File: config.mk
export PLATFORM = sky130hd
export DESIGN_NAME = baro_temp_pressure_compensation
export DESIGN_NICKNAME = d
export VERILOG_FILES = /design/src/btpc_pkg.sv /design/src/baro_temp_pressure_compensation.sv /design/src/btpc_div.sv /design/src/btpc_datapath.sv /design/src/btpc_ctrl.sv
export SDC_FILE = /design/constraint.sdc
export NUM_CORES = 2
export LEC_CHECK = 0
export ABC_CLOCK_PERIOD_IN_PS = 10700
export BUFFER_PORTS_ARGS = -buffer_cell sky130_fd_sc_hd__buf_2
export CAP_MARGIN = 20
export CELL_PAD_IN_SITES_DETAIL_PLACEMENT = 2
export CELL_PAD_IN_SITES_GLOBAL_PLACEMENT = 2
export CORE_MARGIN = 3
export CORE_UTILIZATION = 38
export DETAILED_ROUTE_END_ITERATION = 8
export PLACE_DENSITY = 0.88
export SLEW_MARGIN = 20
export SYNTH_ARGS = -nofsm -noshare
export SYNTH_HDL_FRONTEND = slang
export SYNTH_SLANG_ARGS = --single-unit
export TNS_END_PERCENT = 1
File: constraint.sdc
create_clock -name clk -period 10.7 [get_ports clk]
set_input_delay 1.07 -clock clk [delete_from_list [all_inputs] [get_ports clk]]
set_output_delay 1.07 -clock clk [all_outputs]
set_load 0.01 [all_outputs]
File: src/btpc_pkg.sv
// shared types and constants for the barometric compensation block
package btpc_pkg;

	localparam int unsigned NumCfgRegs = 4;
	localparam int unsigned CfgIdxW    = 2;

	typedef enum logic [CfgIdxW-1:0] {
		CFG_WORD_A  = 2'd0,
		CFG_WORD_B  = 2'd1,
		CFG_WORD_C  = 2'd2,
		CFG_OVERSMP = 2'd3
	} cfg_idx_t;

	localparam logic KIND_TEMP  = 1'b0;
	localparam logic KIND_PRESS = 1'b1;

	localparam logic signed [31:0] B6Offset  = 32'sd4000;
	localparam logic signed [31:0] B4Offset  = 32'sd32768;
	localparam logic [31:0]        B7Scale   = 32'd50000;
	localparam logic signed [31:0] PCoefSq   = 32'sd3038;
	localparam logic signed [31:0] PCoefLin  = -32'sd7357;
	localparam logic signed [31:0] PCoefOff  = 32'sd3791;
	localparam logic signed [31:0] TempMax   = 32'sd32767;
	localparam logic signed [31:0] TempMin   = -32'sd32768;
	localparam logic signed [31:0] PressMax  = 32'sd262143;

	// datapath micro-operations
	typedef enum logic [4:0] {
		OP_NOP      = 5'd0,
		OP_T_X1     = 5'd1,
		OP_T_DIV    = 5'd2,
		OP_T_DONE   = 5'd3,
		OP_P_B6     = 5'd4,
		OP_P_SQ     = 5'd5,
		OP_P_X1     = 5'd6,
		OP_P_X2     = 5'd7,
		OP_P_B3     = 5'd8,
		OP_P_X1B    = 5'd9,
		OP_P_X2B    = 5'd10,
		OP_P_B4     = 5'd11,
		OP_P_B7     = 5'd12,
		OP_P_DIV    = 5'd13,
		OP_P_Q      = 5'd14,
		OP_P_F1     = 5'd15,
		OP_P_F2     = 5'd16,
		OP_P_F3     = 5'd17,
		OP_P_DONE   = 5'd18
	} op_t;

	typedef struct packed {
		op_t  op;
		logic load;
	} dp_cmd_t;

	typedef struct packed {
		logic div_busy;
	} dp_status_t;

endpackage

File: src/baro_temp_pressure_compensation.sv
// top level of the barometric temperature and pressure compensation block
// Usage: configure the four calibration registers through the cfg channel
// while idle (index 0..3, data in cfg_data). Then send items on in_valid /
// in_ready with action (0 temperature, 1 pressure) and raw_sample.
// Each item gives one result on out_valid / out_ready carrying result_kind,
// temperature_tenths, pressure_pa and divide_fault.
// The steps share one 32x32 multiplier, used at most once per step, and a
// serial divider that produces one quotient bit per cycle. A zero divisor
// skips the divider.
// One item is processed at a time; the next is accepted the cycle after the
// result has been taken. When the receiver stalls the result holds steady
// and no new item is taken.
// Reset clears the calibration registers and the stored b5 to zero, so a
// pressure item before any temperature item uses b5 of zero.
module baro_temp_pressure_compensation (
	input  logic        clk,
	input  logic        arst_n,
	input  logic        cfg_valid,
	output logic        cfg_ready,
	input  logic [1:0]  cfg_index,
	input  logic [63:0] cfg_data,
	input  logic        in_valid,
	output logic        in_ready,
	input  logic        action,
	input  logic [18:0] raw_sample,
	output logic        out_valid,
	input  logic        out_ready,
	output logic        result_kind,
	output logic signed [15:0] temperature_tenths,
	output logic [17:0] pressure_pa,
	output logic        divide_fault
);
	import btpc_pkg::*;

	logic [63:0] cal_a_q, cal_b_q;
	logic [31:0] cal_c_q;
	logic [1:0]  oss_q;
	dp_cmd_t     cmd;
	dp_status_t  status;

	assign cfg_ready = 1'b1;

	// configuration registers
	always_ff @(posedge clk or negedge arst_n) begin
		if (!arst_n) begin
			cal_a_q <= 64'd0;
			cal_b_q <= 64'd0;
			cal_c_q <= 32'd0;
			oss_q   <= 2'd0;
		end else if (cfg_valid) begin
			case (cfg_idx_t'(cfg_index))
				CFG_WORD_A:  cal_a_q <= cfg_data;
				CFG_WORD_B:  cal_b_q <= cfg_data;
				CFG_WORD_C:  cal_c_q <= cfg_data[31:0];
				CFG_OVERSMP: oss_q   <= cfg_data[1:0];
				default: ;
			endcase
		end
	end

	btpc_ctrl u_ctrl (
		.clk       (clk),
		.arst_n    (arst_n),
		.in_valid  (in_valid),
		.in_ready  (in_ready),
		.action    (action),
		.out_valid (out_valid),
		.out_ready (out_ready),
		.kind      (result_kind),
		.cmd       (cmd),
		.status    (status)
	);

	btpc_datapath u_dp (
		.clk                (clk),
		.arst_n             (arst_n),
		.cmd                (cmd),
		.status             (status),
		.cal_a              (cal_a_q),
		.cal_b              (cal_b_q),
		.cal_c              (cal_c_q),
		.oss                (oss_q),
		.raw_in             (raw_sample),
		.temperature_tenths (temperature_tenths),
		.pressure_pa        (pressure_pa),
		.divide_fault       (divide_fault)
	);
endmodule

File: src/btpc_div.sv
// unsigned 33-bit by 32-bit restoring divider, one quotient bit per cycle
module btpc_div (
	input  logic        clk,
	input  logic        arst_n,
	input  logic        start,
	input  logic [32:0] dividend,
	input  logic [31:0] divisor,
	output logic        busy,
	output logic [32:0] quotient
);
	logic [32:0] quot_q;
	logic [32:0] rem_q;
	logic [31:0] dsr_q;
	logic [5:0]  cnt_q;
	logic [33:0] trial;

	assign trial    = {rem_q[32:0], quot_q[32]} - {2'b00, dsr_q};
	assign busy     = (cnt_q != 6'd0);
	assign quotient = quot_q;

	// shift one bit per cycle
	always_ff @(posedge clk or negedge arst_n) begin
		if (!arst_n) begin
			cnt_q <= 6'd0;
		end else if (start) begin
			cnt_q <= 6'd33;
		end else if (busy) begin
			cnt_q <= cnt_q - 6'd1;
		end
	end

	always_ff @(posedge clk) begin
		if (start) begin
			quot_q <= dividend;
			rem_q  <= 33'd0;
			dsr_q  <= divisor;
		end else if (busy) begin
			if (!trial[33]) begin
				rem_q  <= trial[32:0];
				quot_q <= {quot_q[31:0], 1'b1};
			end else begin
				rem_q  <= {rem_q[31:0], quot_q[32]};
				quot_q <= {quot_q[31:0], 1'b0};
			end
		end
	end
endmodule

File: src/btpc_datapath.sv
// compensation datapath: one shared multiplier, shifter and the serial divider
module btpc_datapath (
	input  logic                   clk,
	input  logic                   arst_n,
	input  btpc_pkg::dp_cmd_t      cmd,
	output btpc_pkg::dp_status_t   status,
	input  logic [63:0]            cal_a,
	input  logic [63:0]            cal_b,
	input  logic [31:0]            cal_c,
	input  logic [1:0]             oss,
	input  logic [18:0]            raw_in,
	output logic signed [15:0]     temperature_tenths,
	output logic [17:0]            pressure_pa,
	output logic                   divide_fault
);
	import btpc_pkg::*;

	logic signed [31:0] ac1, ac2, ac3, b1, b2, mc, md, ac4, ac5, ac6;
	logic signed [31:0] raw_q, b5_q, b6_q, sq_q, x1_q, x2_q, acc_q, b3_q, p_q;
	logic [31:0]        b4_q, b7_q;
	logic               fault_q, neg_q;
	logic signed [15:0] tenths_q;
	logic [17:0]        pa_q;

	// operand select for the shared multiplier
	logic signed [31:0] ma, mb;
	logic signed [63:0] prod;
	logic [31:0]        pw;

	logic               div_start, div_busy;
	logic [32:0]        div_dividend, div_q;
	logic [31:0]        div_divisor;
	logic [31:0]        t_num_abs, t_den_abs, t_sum, p_sum, x3v;
	logic signed [31:0] p8;

	assign ac1 = 32'(signed'(cal_a[63:48]));
	assign ac2 = 32'(signed'(cal_a[47:32]));
	assign ac3 = 32'(signed'(cal_a[31:16]));
	assign ac4 = {16'd0, cal_a[15:0]};
	assign ac5 = {16'd0, cal_b[63:48]};
	assign ac6 = {16'd0, cal_b[47:32]};
	assign b1  = 32'(signed'(cal_b[31:16]));
	assign b2  = 32'(signed'(cal_b[15:0]));
	assign mc  = 32'(signed'(cal_c[31:16]));
	assign md  = 32'(signed'(cal_c[15:0]));
	assign p8  = p_q >>> 8;

	always_comb begin
		ma = 32'sd0;
		mb = 32'sd0;
		case (cmd.op)
			OP_T_X1:  begin ma = raw_q - ac6; mb = ac5; end
			OP_P_SQ:  begin ma = b6_q;        mb = b6_q; end
			OP_P_X1:  begin ma = b2;          mb = sq_q; end
			OP_P_X2:  begin ma = ac2;         mb = b6_q; end
			OP_P_X1B: begin ma = ac3;         mb = b6_q; end
			OP_P_X2B: begin ma = b1;          mb = sq_q; end
			OP_P_B4:  begin ma = ac4;         mb = x3v + B4Offset; end
			OP_P_B7:  begin ma = raw_q - b3_q; mb = signed'(B7Scale >> oss); end
			OP_P_F1:  begin ma = p8;          mb = p8; end
			OP_P_F2:  begin ma = x1_q;        mb = PCoefSq; end
			OP_P_F3:  begin ma = PCoefLin;    mb = p_q; end
			default:  begin ma = 32'sd0;      mb = 32'sd0; end
		endcase
	end

	assign prod = ma * mb;
	assign pw   = prod[31:0];
	assign x3v  = 32'(($signed(x1_q + x2_q) + 32'sd2) >>> 2);

	// signed temperature division done as magnitudes, zero quotient on a zero divisor
	assign t_den_abs = (x1_q + md) < 0 ? 32'(-(x1_q + md)) : 32'(x1_q + md);
	assign t_num_abs = mc < 0 ? 32'(-(mc * 32'sd2048)) : 32'(mc * 32'sd2048);
	assign t_sum     = 32'(x1_q + 32'(fault_q ? 32'sd0 :
		(neg_q ? -signed'(div_q[31:0]) : signed'(div_q[31:0]))));
	assign p_sum     = 32'(acc_q + x1_q + PCoefOff);

	always_comb begin
		div_start    = 1'b0;
		div_dividend = 33'd0;
		div_divisor  = 32'd0;
		case (cmd.op)
			OP_T_DIV: begin
				div_start    = (x1_q + md) != 0;
				div_dividend = {1'b0, t_num_abs};
				div_divisor  = t_den_abs;
			end
			OP_P_DIV: begin
				div_start    = b4_q != 32'd0;
				div_dividend = b7_q[31] ? {1'b0, b7_q} : {b7_q, 1'b0};
				div_divisor  = b4_q;
			end
			default: begin
				div_start = 1'b0;
			end
		endcase
	end

	btpc_div u_div (
		.clk      (clk),
		.arst_n   (arst_n),
		.start    (div_start),
		.dividend (div_dividend),
		.divisor  (div_divisor),
		.busy     (div_busy),
		.quotient (div_q)
	);

	assign status.div_busy = div_busy;

	// stored b5 survives between items
	always_ff @(posedge clk or negedge arst_n) begin
		if (!arst_n) begin
			b5_q <= 32'sd0;
		end else if (cmd.op == OP_T_DONE) begin
			b5_q <= t_sum;
		end
	end

	// working registers
	always_ff @(posedge clk) begin
		if (cmd.load) begin
			raw_q   <= {13'd0, raw_in};
			fault_q <= 1'b0;
		end
		case (cmd.op)
			OP_T_X1: x1_q <= signed'(pw) >>> 15;
			OP_T_DIV: begin
				neg_q <= (mc < 0) != ((x1_q + md) < 0);
				if ((x1_q + md) == 0) fault_q <= 1'b1;
			end
			OP_T_DONE: begin
				if (signed'(t_sum + 32'sd8) >>> 4 > TempMax) tenths_q <= 16'sh7fff;
				else if (signed'(t_sum + 32'sd8) >>> 4 < TempMin) tenths_q <= -16'sh8000;
				else tenths_q <= 16'(signed'(t_sum + 32'sd8) >>> 4);
				pa_q <= 18'd0;
			end
			OP_P_B6:  b6_q <= b5_q - B6Offset;
			OP_P_SQ:  sq_q <= signed'(pw) >>> 12;
			OP_P_X1:  x1_q <= signed'(pw) >>> 11;
			OP_P_X2:  x2_q <= signed'(pw) >>> 11;
			OP_P_B3:  b3_q <= signed'(((ac1 <<< 2) + x1_q + x2_q) <<< oss) + 32'sd2 >>> 2;
			OP_P_X1B: x1_q <= signed'(pw) >>> 13;
			OP_P_X2B: x2_q <= signed'(pw) >>> 16;
			OP_P_B4:  b4_q <= pw >> 15;
			OP_P_B7:  b7_q <= pw;
			OP_P_DIV: if (b4_q == 32'd0) fault_q <= 1'b1;
			// a top-half b7 was divided undoubled, so double the quotient here
			OP_P_Q:   p_q  <= fault_q ? 32'sd0 :
				(b7_q[31] ? signed'({div_q[30:0], 1'b0}) : signed'(div_q[31:0]));
			OP_P_F1:  x1_q <= signed'(pw);
			OP_P_F2:  acc_q <= signed'(pw) >>> 16;
			OP_P_F3:  x1_q <= signed'(pw) >>> 16;
			OP_P_DONE: begin
				if (signed'(p_q + (signed'(p_sum) >>> 4)) < 0) pa_q <= 18'd0;
				else if (signed'(p_q + (signed'(p_sum) >>> 4)) > PressMax) pa_q <= 18'h3ffff;
				else pa_q <= 18'(p_q + (signed'(p_sum) >>> 4));
				tenths_q <= 16'sd0;
			end
			default: ;
		endcase
	end

	assign temperature_tenths = tenths_q;
	assign pressure_pa        = pa_q;
	assign divide_fault       = fault_q;
endmodule

File: src/btpc_ctrl.sv
// sequencer for the compensation datapath and the item handshake
module btpc_ctrl (
	input  logic                 clk,
	input  logic                 arst_n,
	input  logic                 in_valid,
	output logic                 in_ready,
	input  logic                 action,
	output logic                 out_valid,
	input  logic                 out_ready,
	output logic                 kind,
	output btpc_pkg::dp_cmd_t    cmd,
	input  btpc_pkg::dp_status_t status
);
	import btpc_pkg::*;

	typedef enum logic [3:0] {
		ST_IDLE = 4'b0001,
		ST_RUN  = 4'b0010,
		ST_WAIT = 4'b0100,
		ST_OUT  = 4'b1000
	} state_t;

	state_t state_q;
	op_t    op_q;
	logic   kind_q;

	assign in_ready  = (state_q == ST_IDLE);
	assign out_valid = (state_q == ST_OUT);
	assign kind      = kind_q;
	assign cmd.load  = in_valid && in_ready;
	assign cmd.op    = (state_q == ST_RUN) ? op_q : OP_NOP;

	// step through the micro-operation list
	always_ff @(posedge clk or negedge arst_n) begin
		if (!arst_n) begin
			state_q <= ST_IDLE;
			op_q    <= OP_NOP;
			kind_q  <= KIND_TEMP;
		end else begin
			case (state_q)
				ST_IDLE: if (in_valid) begin
					kind_q  <= action;
					op_q    <= action ? OP_P_B6 : OP_T_X1;
					state_q <= ST_RUN;
				end
				ST_RUN: begin
					case (op_q)
						OP_T_DIV, OP_P_DIV: begin
							op_q <= op_t'(op_q + 5'd1);
							state_q <= ST_WAIT;
						end
						OP_T_DONE, OP_P_DONE: state_q <= ST_OUT;
						default: op_q <= op_t'(op_q + 5'd1);
					endcase
				end
				ST_WAIT: if (!status.div_busy) state_q <= ST_RUN;
				ST_OUT:  if (out_ready) state_q <= ST_IDLE;
				default: state_q <= ST_IDLE;
			endcase
		end
	end
endmodule

==> metrics.csv, run 1 <==
metric,value,unit
grt_overflow,6,
ioPinCount,130,
synthCells,6725,
cts.sinks,595,
ys_top_cells_by_area,"edfxtp_1 (17%), fa_1 (14%), ha_1 (9.6%)",
synth_ff_type,edfxtp_1,
portBuffers,128,
grt_max_degree,83,
die_w,409.3,um
lastStage,5_1_grt,
syn-cell-area,61820,sq um
error_line,[ERROR GRT-0232] Routing congestion too high. Check the congestion heatmap in the GUI.,
synth_cell_type_count,121,
cts_root_buf,clkbuf_16,
synth.top_cell.area_share,17.05,%
syn_area_per_cell,9.193,sq um
dpl-instance-area,70140,sq um
place.gp.congestion,1.082,
yosysWarnings,0,
floorplan.initialDensity,38.37,%
ctsHoldBuffers,0,
dp_hpwl,272.6,mm
async_reset_ff_share,35.29,%
cts_buffers,71,
rows,147,
ctsHtreeMaxLevel,3,
synth_top_area_cell,edfxtp_1,
synth-edff-count,351,
synth_seq_cells,595,
syn_nets,7737,
cts_buffer_depth,3,
status,aborted with a tool error,
track_usage,65.52,%
yosysSeqAreaShare,26.65,%
die-height,409.3,um
## Yosys cell counts, types with 23 or more instances
library cell  instances
nor4_1               34
mux2_2              191
a21oi_1             278
and3_1               41
mux2i_1             123
xnor2_1             246
nand2_1             728
xor2_1              157
clkbuf_1            221
o211ai_1             52
or3_1                43
nor2_1              535
o21bai_1             36
nand3b_1             25
buf_2                27
a211o_1              23
buf_1                25
ha_1                476
a222oi_1             23
edfxtp_1            351
a211oi_1             73
nor2b_1              75
dfrtp_1             209
nand3_1             118
a21o_1               94
nand2b_1             72
fa_1                445
o21a_1               71
o2111ai_1            27
nor3_1              124
a22oi_1              48
inv_1               754
and2_1               84
dfxtp_1              34
a31oi_1              41
o31ai_1              41
o21ai_0             277
nand4_1              45
a221oi_1             36
## cells by family after synthesis
kind of cell    count (synthesis)  synth area share (%)
simple gates                 2043                 15.58
compound gates               1395                 15.68
buf+inv                      1042                 6.466
fa+ha+maj                     921                 24.04
flops                         595                 26.65
xor+xnor                      413                 6.066
mux                           315                 5.507
other cells                     1              0.006066
## layer usage
metal	overflow	track usage, %
met5	0	35.95
met4	6	64.71
met3	0	54.88
met2	0	81.45
met1	0	61.74
## metrics by stage
step	util [%]	std cells	TNS (ps)	worst slack (ps)	hold WS, ps
detailed placement	43.53	9431	-54340	-1610	450.5
global placement	43.53	9431	-8952	-403.4	426.1
floorplan	-	6725	0	1.418	419.4
CTS	46.03	9618	-17310	-689.4	422.9
## timing repair
action                     in CTS
gates cloned                    2
buffers inserted               55
resized for setup             245
pin swaps                      95
setup endpoints to repair     101
==> run 2, diff against run 1 <==
ABC_CLOCK_PERIOD_IN_PS = 13900   (was 10700)
CELL_PAD_IN_SITES_DETAIL_PLACEMENT = unset   (was 2)
CELL_PAD_IN_SITES_GLOBAL_PLACEMENT = unset   (was 2)
CORE_UTILIZATION = 40   (was 38)
PLACE_DENSITY = unset   (was 0.88)
PLACE_DENSITY_LB_ADDON = 0.15   (was unset)
clock period = 13.9 ns   (was 10.7 ns; I/O delays follow)
==> run 2 against run 1 <==
The run now ends clean. Synthesized cell count is the same. Synthesized area is the same.
==> metrics.csv, run 2 <==
metric,value,unit
ctsHtreeMaxLevel,3,
synth_cell_type_count,121,
final_common_cell,inv_1,
core-area,152800,sq um
wirelength,248.8,mm
yosysMostFrequentCell,inv_1,
slew_headroom,17.22,%
yosysSeqAreaShare,26.65,%
cp.arrival,13550,ps
synthCells,6725,
worst-path-max-fanout,14,
hold_class,flip-flop to flip-flop,
dr.pass1.iters,8,
fmaxAchievable,76.77,MHz
cts_resized,0,
worstReg2RegStart,u_dp.x1_q[1],
min_from,u_dp.b5_q[3],
fin_crit_sh,93.71,%
crit_path_max_incr_delay,670,ps
critPathKind,flip-flop to flip-flop,
dpl_worst_slack,1071,ps
layout_common_cells,"inv_1 (754), nand2_1 (726), nor2_1 (527), ha_1 (476), fa_1 (445)",
fillers,15056,
ctsHoldBuffers,0,
place.gp.congestion,1.013,
post_cts_buffers,0,
synth-edff-count,351,
top_regs,"cal_a_q x64, cal_b_q x64",
synth.top_cell.area_share,17.05,%
worst_pin_slew,1240,ps
layout_setup_ws,873.8,ps
p_leak,29.31,nW
wl_per_cell,27.91,um
regArea,16480,sq um
syn-cell-area,61820,sq um
cts_tree,built,
syn2layout_area_growth,9.792,%
dpl-instance-area,65260,sq um
nets,7826,
dp_hpwl,194.7,mm
ant_nets,0,
whs,442.0,ps
cts_buffer_depth,3,
setup_viol,0,
fin_area,67880,sq um
rsz0062_at_grt,no,
rows,143,
async_reset_ff_share,35.29,%
postLayoutCoreUtil,44.42,%
clock_latency,730,ps
powerDensity,160.8,nW/um^2
min_period,13030,ps
ioPinCount,130,
synth_top_area_cell,edfxtp_1,
yosysWarnings,0,
hold_viol_final,0,
end_kind,flip-flop,
portBuffers,128,
grt_pass1_wl,357.4,mm
die_area,159300,sq um
cts_buffers,74,
clkTransAtPathRegs,70,ps
num_vias,52946,
multiInputGateArea,41490,sq um
cts_root_buf,clkbuf_16,
cpMostUsedCell,fa_1,
ys_top_cells_by_area,"edfxtp_1 (17%), fa_1 (14%), ha_1 (9.6%)",
fin_skew,67.11,ps
slew_viol_final,0,
grt_overflow,0,
synth_seq_cells,595,
die_w,399.1,um
drt_drc_violations_left,0,
drt_iter0_drc,5760,
track_usage,30.91,%
grt_max_degree,99,
viasPerCell,5.939,
drive_gt1_share,10.76,%
die-height,399.1,um
cts.sinks,595,
syn_nets,7737,
floorplan.initialDensity,40.46,%
timing.max_cap.violations,0,
slowest_stage,nand2_1,
grt_pass1_vias,51063,
crit_start,u_dp.x1_q[1],
synth_ff_type,edfxtp_1,
ir_worst_vdd,285.4,uV
antenna_found_initial,22,
synth_common_cells,"inv_1 (754), nand2_1 (728), nor2_1 (535)",
syn_area_per_cell,9.193,sq um
crit_required,14430,ps
start_kind,flip-flop,
tns,0,ps
status,completed,
## run 2: cell counts after synthesis
No cell type changed its count.
## run 2: layout make-up
cell class	count	area share (%)
Tap cell	2030	3.742
Clock inverter	46	0.8332
Sequential cell	595	24.28
Timing Repair Buffer	297	2.857
Clock buffer	91	2.925
Inverter	758	4.192
Multi-Input combinational cell	5088	61.13
Antenna cell	10	0.03687
## run 2: path summary, 6_finish.rpt
path	end	slack, ps	cells past startpoint
max in group asynchronous	cal_a_q[18]	11630	2
worst min-delay path	u_dp.b6_q[3]	440	0
worst max register to register	u_dp.x1_q[17]	870	40
min in group asynchronous	cal_b_q[47]	780	1
worst min register to register	u_dp.b6_q[3]	440	0
worst max-delay path	u_dp.x1_q[17]	870	40
## run 2: kinds of logic after synthesis
logic type	after synthesis	synth area share [%]
muxes	315	5.507
DFF	595	26.65
adders and majority gates	921	24.04
buffers and inverters	1042	6.466
other	1	0.006066
AOI/OAI and AO/OA	1395	15.68
xor gates and xnor gates	413	6.066
and+or+nand+nor	2043	15.58
## run 2: critical path, delay by kind of cell, from the launching register on
family,cells,cell delay (ps)
AO/OA/AOI/OAI,10,2610
buffers and inverters,6,430
adder cells (fa/ha/maj),12,5690
XOR/XNOR,4,1650
AND/OR/NAND/NOR,7,1670
multiplexers,1,190
flip-flops,1,530
## run 2: layer usage
metal | global-route usage (%) | routed length [um] | vias to the layer above
li1 | - | - | 23685
met1 | 42.26 | 105700 | 26406
met2 | 45.89 | 105600 | 2324
met3 | 6.813 | 22360 | 529
met4 | 15.72 | 14980 | 2
met5 | 0 | 126 | -
## run 2: power breakdown
group | total (mW) | leakage (nW) | switching (mW) | internal (mW)
clock | 2.06 | 1.21 | 0.895 | 1.17
combinational | 5.96 | 21.9 | 3.74 | 2.23
sequential | 2.89 | 6.16 | 0.506 | 2.38
## run 2: stage by stage
stage                     power, mW  instances
after floorplan               6.821       6725
after global placement        8.694       8766
after detailed placement      8.736       8767
after CTS                     10.85       8904
after global routing          11.60       8906
final                         10.91       8915
No activity file was read; power rests on OpenSTA's default activity.
